`config.mk`:
```
export PLATFORM = sky130hd
export DESIGN_NAME = calendar_seconds_converter
export DESIGN_NICKNAME = d
export VERILOG_FILES = /design/src/hw/rtl/csc_pkg.sv /design/src/hw/rtl/csc_ctrl.sv /design/src/hw/rtl/csc_dp.sv /design/src/hw/rtl/calendar_seconds_converter.sv
export SDC_FILE = /design/constraint.sdc
export NUM_CORES = 2
export LEC_CHECK = 0
export BUFFER_PORTS_ARGS = -buffer_cell sky130_fd_sc_hd__buf_4
export CAP_MARGIN = 30
export CORE_MARGIN = 3
export CORE_UTILIZATION = 45
export CTS_CLUSTER_DIAMETER = 80
export DETAILED_ROUTE_END_ITERATION = 10
export PLACE_DENSITY = 0.71
export REMOVE_ABC_BUFFERS = 1
export SLEW_MARGIN = 10
export SYNTH_ARGS = -nofsm -noshare
export SYNTH_HDL_FRONTEND = slang
export SYNTH_SLANG_ARGS = --single-unit
```
`constraint.sdc`:
```
create_clock -name aclk -period 8.1 [get_ports aclk]
set_input_delay 0.81 -clock aclk [delete_from_list [all_inputs] [get_ports aclk]]
set_output_delay 0.81 -clock aclk [all_outputs]
set_load 0.02 [all_outputs]
```
`src/hw/rtl/csc_pkg.sv`:
```
// csc_pkg: shared types, op codes, constants and calendar helper functions
// for the calendar/seconds converter. No dependencies.

package csc_pkg;

    localparam int S_TDATA_W = 72;
    localparam int M_TDATA_W = 72;

    // Datapath op codes, issued by the controller once per cycle
    localparam logic [3:0] OP_NONE     = 4'd0;
    localparam logic [3:0] OP_LOAD     = 4'd1;
    localparam logic [3:0] OP_D_YEAR   = 4'd2;
    localparam logic [3:0] OP_D_MONTH  = 4'd3;
    localparam logic [3:0] OP_D_DAY    = 4'd4;
    localparam logic [3:0] OP_D_HOUR   = 4'd5;
    localparam logic [3:0] OP_D_MIN    = 4'd6;
    localparam logic [3:0] OP_D_SEC    = 4'd7;
    localparam logic [3:0] OP_DIV_DAY  = 4'd8;
    localparam logic [3:0] OP_DIV_HOUR = 4'd9;
    localparam logic [3:0] OP_DIV_MIN  = 4'd10;
    localparam logic [3:0] OP_S_YEAR   = 4'd11;
    localparam logic [3:0] OP_S_MONTH  = 4'd12;
    localparam logic [3:0] OP_EMIT     = 4'd13;

    localparam logic [31:0] SECS_LEAP_YEAR   = 32'd31622400;
    localparam logic [31:0] SECS_COMMON_YEAR = 32'd31536000;
    localparam logic [31:0] SECS_PER_DAY     = 32'd86400;
    localparam logic [31:0] SECS_PER_HOUR    = 32'd3600;
    localparam logic [31:0] SECS_PER_MIN     = 32'd60;

    localparam logic [15:0] DAYS_COMMON = 16'd365;
    localparam logic [15:0] DAYS_LEAP   = 16'd366;
    localparam logic [3:0]  MONTHS      = 4'd12;

    // Each division computes the quotient, then the remainder
    localparam logic [3:0] DIV_DAY_TOP  = 4'd1;
    localparam logic [3:0] DIV_HOUR_TOP = 4'd1;
    localparam logic [3:0] DIV_MIN_TOP  = 4'd1;

    // Reciprocals: 86400 = 128*675, 3600 = 16*225, 60 = 4*15
    localparam logic [25:0] DAY_RECIP  = 26'd50903317;  // ceil(2^35 / 675)
    localparam logic [13:0] HOUR_RECIP = 14'd9321;      // ceil(2^21 / 225)
    localparam logic [10:0] MIN_RECIP  = 11'd1093;      // ceil(2^14 / 15)

    typedef struct packed {
        logic [3:0] op;
    } csc_cmd_t;

    typedef struct packed {
        logic kind;          // captured direction of the item in work
        logic year_done;     // date->seconds: all whole years added
        logic month_done;    // date->seconds: all whole months added
        logic div_last;      // current division is on its last cycle
        logic s_year_stop;   // seconds->date: year walk finished
        logic s_month_stop;  // seconds->date: month walk finished
        logic out_free;      // output register can take a result
    } csc_stat_t;

    // Year offset y from 2000; only 2000, 2100 and 2200 are centuries in range
    function automatic logic is_leap(input logic [7:0] y);
        return (y[1:0] == 2'd0) && (y != 8'd100) && (y != 8'd200);
    endfunction

    function automatic logic [4:0] month_len(input logic [3:0] idx, input logic leap);
        logic [4:0] len;
        case (idx)
            4'd1:    len = leap ? 5'd29 : 5'd28;
            4'd3:    len = 5'd30;
            4'd5:    len = 5'd30;
            4'd8:    len = 5'd30;
            4'd10:   len = 5'd30;
            default: len = 5'd31;
        endcase
        return len;
    endfunction

endpackage

```
`src/hw/rtl/csc_ctrl.sv`:
```
// csc_ctrl: sequencing state machine of the calendar/seconds converter.
// Issues one datapath op per cycle from datapath status. Uses csc_pkg.

module csc_ctrl (
    input  logic                aclk,
    input  logic                aresetn,
    input  logic                s_tvalid,
    output logic                s_tready,
    input  csc_pkg::csc_stat_t  stat,
    output csc_pkg::csc_cmd_t   cmd
);
    import csc_pkg::*;

    localparam logic [3:0] ST_IDLE     = 4'd0;
    localparam logic [3:0] ST_DISPATCH = 4'd1;
    localparam logic [3:0] ST_D_YEAR   = 4'd2;
    localparam logic [3:0] ST_D_MONTH  = 4'd3;
    localparam logic [3:0] ST_D_DAY    = 4'd4;
    localparam logic [3:0] ST_D_HOUR   = 4'd5;
    localparam logic [3:0] ST_D_MIN    = 4'd6;
    localparam logic [3:0] ST_D_SEC    = 4'd7;
    localparam logic [3:0] ST_DIV_DAY  = 4'd8;
    localparam logic [3:0] ST_DIV_HOUR = 4'd9;
    localparam logic [3:0] ST_DIV_MIN  = 4'd10;
    localparam logic [3:0] ST_S_YEAR   = 4'd11;
    localparam logic [3:0] ST_S_MONTH  = 4'd12;
    localparam logic [3:0] ST_EMIT     = 4'd13;

    logic [3:0] state_reg, state_next;

    always_ff @(posedge aclk) begin
        if (!aresetn) begin
            state_reg <= ST_IDLE;
        end else begin
            state_reg <= state_next;
        end
    end

    always_comb begin
        state_next = state_reg;
        cmd.op     = OP_NONE;
        s_tready   = 1'b0;
        unique case (state_reg)
            ST_IDLE: begin
                s_tready = 1'b1;
                if (s_tvalid) begin
                    cmd.op     = OP_LOAD;
                    state_next = ST_DISPATCH;
                end
            end
            ST_DISPATCH: begin
                state_next = stat.kind ? ST_DIV_DAY : ST_D_YEAR;
            end
            ST_D_YEAR: begin
                cmd.op = OP_D_YEAR;
                if (stat.year_done) state_next = ST_D_MONTH;
            end
            ST_D_MONTH: begin
                cmd.op = OP_D_MONTH;
                if (stat.month_done) state_next = ST_D_DAY;
            end
            ST_D_DAY: begin
                cmd.op     = OP_D_DAY;
                state_next = ST_D_HOUR;
            end
            ST_D_HOUR: begin
                cmd.op     = OP_D_HOUR;
                state_next = ST_D_MIN;
            end
            ST_D_MIN: begin
                cmd.op     = OP_D_MIN;
                state_next = ST_D_SEC;
            end
            ST_D_SEC: begin
                cmd.op     = OP_D_SEC;
                state_next = ST_EMIT;
            end
            ST_DIV_DAY: begin
                cmd.op = OP_DIV_DAY;
                if (stat.div_last) state_next = ST_DIV_HOUR;
            end
            ST_DIV_HOUR: begin
                cmd.op = OP_DIV_HOUR;
                if (stat.div_last) state_next = ST_DIV_MIN;
            end
            ST_DIV_MIN: begin
                cmd.op = OP_DIV_MIN;
                if (stat.div_last) state_next = ST_S_YEAR;
            end
            ST_S_YEAR: begin
                cmd.op = OP_S_YEAR;
                if (stat.s_year_stop) state_next = ST_S_MONTH;
            end
            ST_S_MONTH: begin
                cmd.op = OP_S_MONTH;
                if (stat.s_month_stop) state_next = ST_EMIT;
            end
            ST_EMIT: begin
                if (stat.out_free) begin
                    cmd.op     = OP_EMIT;
                    state_next = ST_IDLE;
                end
            end
            default: begin
                state_next = ST_IDLE;
            end
        endcase
    end

    a_accept_dispatch: assert property (@(posedge aclk) disable iff (!aresetn)
        (s_tvalid && s_tready) |=> (state_reg == ST_DISPATCH))
        else $error("accepted item did not start processing");

    a_emit_free: assert property (@(posedge aclk) disable iff (!aresetn)
        (cmd.op == OP_EMIT) |-> stat.out_free)
        else $error("result written while output register busy");

    a_emit_to_idle: assert property (@(posedge aclk) disable iff (!aresetn)
        (state_reg == ST_EMIT && stat.out_free) |=> (state_reg == ST_IDLE))
        else $error("controller did not return to idle after emit");

    a_ready_only_idle: assert property (@(posedge aclk) disable iff (!aresetn)
        s_tready |-> (cmd.op == OP_NONE || cmd.op == OP_LOAD))
        else $error("input ready while a conversion runs");

endmodule

```
`src/hw/rtl/csc_dp.sv`:
```
// csc_dp: datapath of the calendar/seconds converter: accumulator, reciprocal
// divider, year/month walkers and the output register. Uses csc_pkg.

module csc_dp (
    input  logic                              aclk,
    input  logic                              aresetn,
    input  csc_pkg::csc_cmd_t                 cmd,
    output csc_pkg::csc_stat_t                stat,
    input  logic [csc_pkg::S_TDATA_W-1:0]     s_tdata,
    input  logic                              s_tuser,
    output logic                              m_tvalid,
    input  logic                              m_tready,
    output logic [csc_pkg::M_TDATA_W-1:0]     m_tdata
);
    import csc_pkg::*;

    logic        kind_reg;
    logic [7:0]  year_reg;
    logic [3:0]  month_reg;
    logic [4:0]  day_reg;
    logic [4:0]  hour_reg;      // input hour, later the hour result
    logic [5:0]  minute_reg;    // input minute, later the minute result
    logic [5:0]  second_reg;    // input second, later the second result
    logic [31:0] acc_reg;       // seconds total, or division remainder
    logic [15:0] q_reg;
    logic [3:0]  step_reg;
    logic [7:0]  cnt_reg;
    logic [15:0] days_reg;
    logic [7:0]  yr_reg;
    logic [3:0]  mon_reg;
    logic        m_tvalid_reg;
    logic [M_TDATA_W-1:0] m_tdata_reg;

    logic        out_free;
    logic        leap_in;
    logic [31:0] year_secs;
    logic [3:0]  month_clamp;
    logic [3:0]  month_before;
    logic [31:0] month_secs;
    logic [31:0] day_secs;
    logic [31:0] hour_secs;
    logic [31:0] minute_secs;
    logic [31:0] div_base;
    logic [50:0] day_prod;
    logic [26:0] hour_prod;
    logic [20:0] min_prod;
    logic [15:0] div_q;
    logic [31:0] div_prod;
    logic [31:0] acc_div;
    logic        yr_leap;
    logic [4:0]  s_mlen;
    logic [3:0]  month_out;
    logic [4:0]  day_out;
    logic [M_TDATA_W-1:0] result;

    assign out_free = !m_tvalid_reg || m_tready;

    // date -> seconds terms
    assign leap_in   = is_leap(year_reg);
    assign year_secs = is_leap(cnt_reg) ? SECS_LEAP_YEAR : SECS_COMMON_YEAR;
    always_comb begin
        if (month_reg == 4'd0) begin
            month_clamp = 4'd1;
        end else if (month_reg > MONTHS) begin
            month_clamp = MONTHS;
        end else begin
            month_clamp = month_reg;
        end
    end
    assign month_before = month_clamp - 4'd1;
    assign month_secs   = 32'(month_len(cnt_reg[3:0], leap_in)) * SECS_PER_DAY;
    assign day_secs     = 32'(day_reg) * SECS_PER_DAY;
    assign hour_secs    = 32'(hour_reg) * SECS_PER_HOUR;
    assign minute_secs  = 32'(minute_reg) * SECS_PER_MIN;

    // quotient by reciprocal multiply after dropping the power-of-two factor
    assign day_prod  = 51'(acc_reg[31:7]) * 51'(DAY_RECIP);
    assign hour_prod = 27'(acc_reg[16:4]) * 27'(HOUR_RECIP);
    assign min_prod  = 21'(acc_reg[11:2]) * 21'(MIN_RECIP);

    always_comb begin
        case (cmd.op)
            OP_DIV_DAY: begin
                div_base = SECS_PER_DAY;
                div_q    = day_prod[50:35];
            end
            OP_DIV_HOUR: begin
                div_base = SECS_PER_HOUR;
                div_q    = {11'd0, hour_prod[25:21]};
            end
            default: begin
                div_base = SECS_PER_MIN;
                div_q    = {10'd0, min_prod[19:14]};
            end
        endcase
    end
    assign div_prod = 32'(q_reg) * div_base;
    assign acc_div  = acc_reg - div_prod;

    // seconds -> date walkers
    assign yr_leap = is_leap(yr_reg);
    assign s_mlen  = month_len(mon_reg, yr_leap);

    assign stat.kind         = kind_reg;
    assign stat.year_done    = (cnt_reg == year_reg);
    assign stat.month_done   = (cnt_reg == {4'd0, month_before});
    assign stat.div_last     = (step_reg == 4'd0);
    assign stat.s_year_stop  = (days_reg < DAYS_COMMON) || (yr_leap && days_reg < DAYS_LEAP);
    assign stat.s_month_stop = (mon_reg >= MONTHS) || (days_reg < 16'(s_mlen));
    assign stat.out_free     = out_free;

    assign month_out = mon_reg + 4'd1;
    assign day_out   = days_reg[4:0] + 5'd1;
    assign result    = kind_reg
                     ? {6'd0, second_reg, minute_reg, hour_reg, day_out, month_out,
                        yr_reg, 32'd0}
                     : {40'd0, acc_reg};

    always_ff @(posedge aclk) begin
        if (!aresetn) begin
            m_tvalid_reg <= 1'b0;
        end else if (cmd.op == OP_EMIT) begin
            m_tvalid_reg <= 1'b1;
        end else if (m_tready) begin
            m_tvalid_reg <= 1'b0;
        end
    end

    always_ff @(posedge aclk) begin
        case (cmd.op)
            OP_LOAD: begin
                kind_reg   <= s_tuser;
                year_reg   <= s_tdata[7:0];
                month_reg  <= s_tdata[11:8];
                day_reg    <= s_tdata[16:12];
                hour_reg   <= s_tdata[21:17];
                minute_reg <= s_tdata[27:22];
                second_reg <= s_tdata[33:28];
                acc_reg    <= s_tuser ? s_tdata[65:34] : 32'd0;
                cnt_reg    <= 8'd0;
                q_reg      <= 16'd0;
                step_reg   <= DIV_DAY_TOP;
                yr_reg     <= 8'd0;
                mon_reg    <= 4'd0;
            end
            OP_D_YEAR: begin
                if (cnt_reg != year_reg) begin
                    acc_reg <= acc_reg + year_secs;
                    cnt_reg <= cnt_reg + 8'd1;
                end else begin
                    cnt_reg <= 8'd0;
                end
            end
            OP_D_MONTH: begin
                if (cnt_reg != {4'd0, month_before}) begin
                    acc_reg <= acc_reg + month_secs;
                    cnt_reg <= cnt_reg + 8'd1;
                end
            end
            // day zero wraps to one day back, as in 32-bit arithmetic
            OP_D_DAY:  acc_reg <= acc_reg + day_secs - SECS_PER_DAY;
            OP_D_HOUR: acc_reg <= acc_reg + hour_secs;
            OP_D_MIN:  acc_reg <= acc_reg + minute_secs;
            OP_D_SEC:  acc_reg <= acc_reg + 32'(second_reg);
            OP_DIV_DAY: begin
                if (step_reg != 4'd0) begin
                    q_reg    <= div_q;
                    step_reg <= step_reg - 4'd1;
                end else begin
                    acc_reg  <= acc_div;
                    days_reg <= q_reg;
                    step_reg <= DIV_HOUR_TOP;
                end
            end
            OP_DIV_HOUR: begin
                if (step_reg != 4'd0) begin
                    q_reg    <= div_q;
                    step_reg <= step_reg - 4'd1;
                end else begin
                    acc_reg  <= acc_div;
                    hour_reg <= q_reg[4:0];
                    step_reg <= DIV_MIN_TOP;
                end
            end
            OP_DIV_MIN: begin
                if (step_reg != 4'd0) begin
                    q_reg    <= div_q;
                    step_reg <= step_reg - 4'd1;
                end else begin
                    acc_reg    <= acc_div;
                    minute_reg <= q_reg[5:0];
                    second_reg <= acc_div[5:0];
                end
            end
            OP_S_YEAR: begin
                if (!stat.s_year_stop) begin
                    days_reg <= days_reg - (yr_leap ? DAYS_LEAP : DAYS_COMMON);
                    yr_reg   <= yr_reg + 8'd1;
                end
            end
            OP_S_MONTH: begin
                if (!stat.s_month_stop) begin
                    days_reg <= days_reg - 16'(s_mlen);
                    mon_reg  <= mon_reg + 4'd1;
                end
            end
            OP_EMIT: m_tdata_reg <= result;
            default: begin
            end
        endcase
    end

    assign m_tvalid = m_tvalid_reg;
    assign m_tdata  = m_tdata_reg;

    a_emit_valid: assert property (@(posedge aclk) disable iff (!aresetn)
        (cmd.op == OP_EMIT) |=> m_tvalid_reg)
        else $error("emitted result not marked valid");

    a_year_step: assert property (@(posedge aclk) disable iff (!aresetn)
        (cmd.op == OP_D_YEAR && !stat.year_done) |=> (cnt_reg == $past(cnt_reg) + 8'd1))
        else $error("year counter did not advance");

    a_month_range: assert property (@(posedge aclk) disable iff (!aresetn)
        (cmd.op == OP_S_MONTH) |-> (mon_reg <= MONTHS))
        else $error("month walk ran past December");

    a_days_bound: assert property (@(posedge aclk) disable iff (!aresetn)
        (cmd.op == OP_S_MONTH) |-> (days_reg < DAYS_LEAP))
        else $error("year walk left a full year of days");

endmodule

```
`src/hw/rtl/calendar_seconds_converter.sv`:
```
// calendar_seconds_converter: date/time <-> seconds since 2000-01-01 00:00:00.
// Date to seconds: year walk, month walk to clamp(month), then the time terms.
// Seconds to date: day, hour, minute divisions, then year walk and month walk.
// One item at a time; the next item is taken once the result sits in the output
// register.
// aresetn (synchronous, active low) clears the controller and the output valid.

module calendar_seconds_converter (
    input  logic                              aclk,
    input  logic                              aresetn,
    input  logic                              s_tvalid,
    output logic                              s_tready,
    // year[7:0] month[11:8] day[16:12] hour[21:17] minute[27:22]
    // second[33:28] seconds_count[65:34], zero pad above
    input  logic [csc_pkg::S_TDATA_W-1:0]     s_tdata,
    // kind
    input  logic                              s_tuser,
    output logic                              m_tvalid,
    input  logic                              m_tready,
    // res_seconds[31:0] res_year[39:32] res_month[43:40] res_day[48:44]
    // res_hour[53:49] res_minute[59:54] res_second[65:60], zero pad above
    output logic [csc_pkg::M_TDATA_W-1:0]     m_tdata
);
    import csc_pkg::*;

    csc_cmd_t  cmd;
    csc_stat_t stat;

    csc_ctrl u_ctrl (
        .aclk     (aclk),
        .aresetn  (aresetn),
        .s_tvalid (s_tvalid),
        .s_tready (s_tready),
        .stat     (stat),
        .cmd      (cmd)
    );

    csc_dp u_dp (
        .aclk     (aclk),
        .aresetn  (aresetn),
        .cmd      (cmd),
        .stat     (stat),
        .s_tdata  (s_tdata),
        .s_tuser  (s_tuser),
        .m_tvalid (m_tvalid),
        .m_tready (m_tready),
        .m_tdata  (m_tdata)
    );

endmodule
```
==> results.json <==
{
  "fin_crit_sh_pct": 95.8,
  "ant_nets": 0,
  "viasPerCell": 5.67,
  "htree_num_levels": 4,
  "core_area_mm2": 0.0781,
  "synth_seq_cells": 194,
  "synth_cell_types": 87,
  "syn_avg_cell_area_um2": 9.52,
  "fin_util_pct": 50.2,
  "ctsLongestPathBuffers": 2,
  "skew_ps": 24.3,
  "rows": 102,
  "setup_ws_ps": 338,
  "slew_headroom_pct": 39.5,
  "synthFlopType": "edfxtp_1",
  "cts.sinks": 194,
  "cap_violations": 0,
  "largest_register_ffs": 66,
  "io_pins": 151,
  "path_class": "reg2reg",
  "vias": 28300,
  "post_cts_resized": 0,
  "worstPathArrival_ps": 8030,
  "cts_setup_buffers": 0,
  "yosysWarningCount": 0,
  "die_w_um": 288,
  "io_buffers": 138,
  "grt_max_degree": 52,
  "syn_inst": 3759,
  "tritoncts": "yes",
  "worstPathMaxFanout": 13,
  "required_ps": 8370,
  "preCtsSetupSlack_ps": 253,
  "syn_to_final_growth_pct": 9.63,
  "dr.pass1.iters": 7,
  "synth_top_area_share_pct": 24.5,
  "period_needed_ps": 7760,
  "setup_tns_ps": 0,
  "synth_enable_flop_cells": 189,
  "overflow": 0,
  "layout_common_cells": "inv_1 (747), ha_1 (701), fa_1 (401)",
  "clock_latency_ps": 520,
  "path_clk_slew_ps": 100,
  "grtUsageTotal_pct": 25.5,
  "drt-wirelength-per-cell_um": 21.1,
  "nNetsFinal": 5113,
  "hold_viol": 0,
  "root_buffer": "clkbuf_16",
  "hold_class": "in2reg",
  "wl_um": 105000,
  "ys_async_sr_fraction_pct": 0,
  "dr.first_iter.drc_count": 2751,
  "endpoint_kind": "flip-flop",
  "final_common_cell": "inv_1",
  "drc": 0,
  "antenna_found_initial": 1,
  "dpl.hpwl_um": 87300,
  "grt_pass1_vias": 27800,
  "syn_area_mm2": 0.0358,
  "synth.top_cells.by_area": "ha_1 (25%), fa_1 (22%), edfxtp_1 (16%), inv_1 (7.8%), xnor2_1 (3.1%)",
  "die_area_mm2": 0.0829,
  "setup_viol": 0,
  "grt_pass1_wl_um": 160000,
  "netlist.top_cell.by_area": "ha_1",
  "worst_pin_slew_ps": 896,
  "drive_gt1_share_pct": 7.63,
  "gp_congestion": 0.969,
  "ys_seq_area_share_pct": 16.1,
  "max_freq_ghz": 0.129,
  "fp.dieH_um": 288,
  "rsz0062_at_grt": "no",
  "rrSetupSlack_ps": 340,
  "drv_slew": 0,
  "cp-start-kind": "flip-flop",
  "postCtsHoldBufs": 0,
  "outcome": "finished, final reports clean",
  "start_util_pct": 45.8,
  "fin_hold_ws_ps": 465,
  "numCtsBuffers": 17
}
## layout make-up
class / count / area [µm²]
Timing Repair Buffer: 229 / 1760
Antenna cell: 1 / 2.50
Tap cell: 1040 / 1300
Multi-Input combinational cell: 2744 / 26900
Sequential cell: 194 / 5780
Inverter: 748 / 2810
Clock inverter: 15 / 224
Fill cell: 7219 / 38900
Clock buffer: 17 / 425
## layer usage
layer	wire length, µm	GRT usage [%]	vias to the layer above
li1	-	-	13100
met1	45000	35.7	13800
met2	46200	39.4	1198
met3	10000	5.04	180
met4	3880	8.85	0
met5	0	0	-
## synth_stat cells, drive strengths merged, types with 18 or more instances
master / count
nor2: 173
xnor2: 125
a21oi: 171
o211ai: 23
nand2b: 18
ha: 701
xor2: 71
a211oi: 25
o21ai: 117
clkbuf: 69
o21a: 27
nor3: 48
nand3: 57
nor2b: 34
o221ai: 24
inv: 747
a31oi: 34
o21bai: 19
a21o: 52
edfxtp: 189
a221o: 18
nand2: 233
o22ai: 25
fa: 401
nand4: 22
and3: 40
and2: 63
## cells by family after synthesis
family	count (synthesis)	share of synthesized area, %
AOI/OAI and AO/OA	672	12.8
xor gates and xnor gates	196	4.80
adders and majority gates	1102	47.0
buffers and inverters	827	8.75
DFF	194	16.1
muxes	8	0.224
other	2	0.0210
and+or+nand+nor	758	10.3
## critical path: stages, from the launching register on
cell and delay, ps:
dfxtp_2 370, or2_2 380, nor2_2 290, buf_4 340, nand2_1 250, fa_1 560
fa_1 540, fa_1 480, fa_1 530, fa_1 550, inv_1 50, fa_1 530
inv_1 40, ha_1 390, o21ai_0 210, a21oi_1 110, a221oi_2 230, o211ai_1 210
o22a_1 250, a21o_1 210, a211o_1 290, a31o_1 220, or4b_1 490
## final timing paths
| path | depth (start not counted) | start | to |
|---|---|---|---|
| max | 22 | u_ctrl.state_reg[0]$_SDFFE_PN0P_ | u_dp.acc_reg[28]$_DFFE_PP_ |
| min | 1 | s_tdata[11] | u_dp.month_reg[3]$_DFFE_PP_ |
| max reg2reg | 22 | u_ctrl.state_reg[0]$_SDFFE_PN0P_ | u_dp.acc_reg[28]$_DFFE_PP_ |
| min reg2reg | 1 | u_dp.second_reg[5]$_DFFE_PP_ | u_dp.m_tdata[65]$_SDFFCE_PN0P_ |
## stage by stage
stage	instance area, µm²	std cells
2_1_floorplan	35500	3686
3_3_place_gp	38500	4950
3_5_place_dp	38600	4955
4_1_cts	39200	4987
5_1_grt	39200	4987
6_report	39200	4988
Power is not shown: default switching activity piles up to over one toggle a cycle in this logic, so the estimate is an artifact.
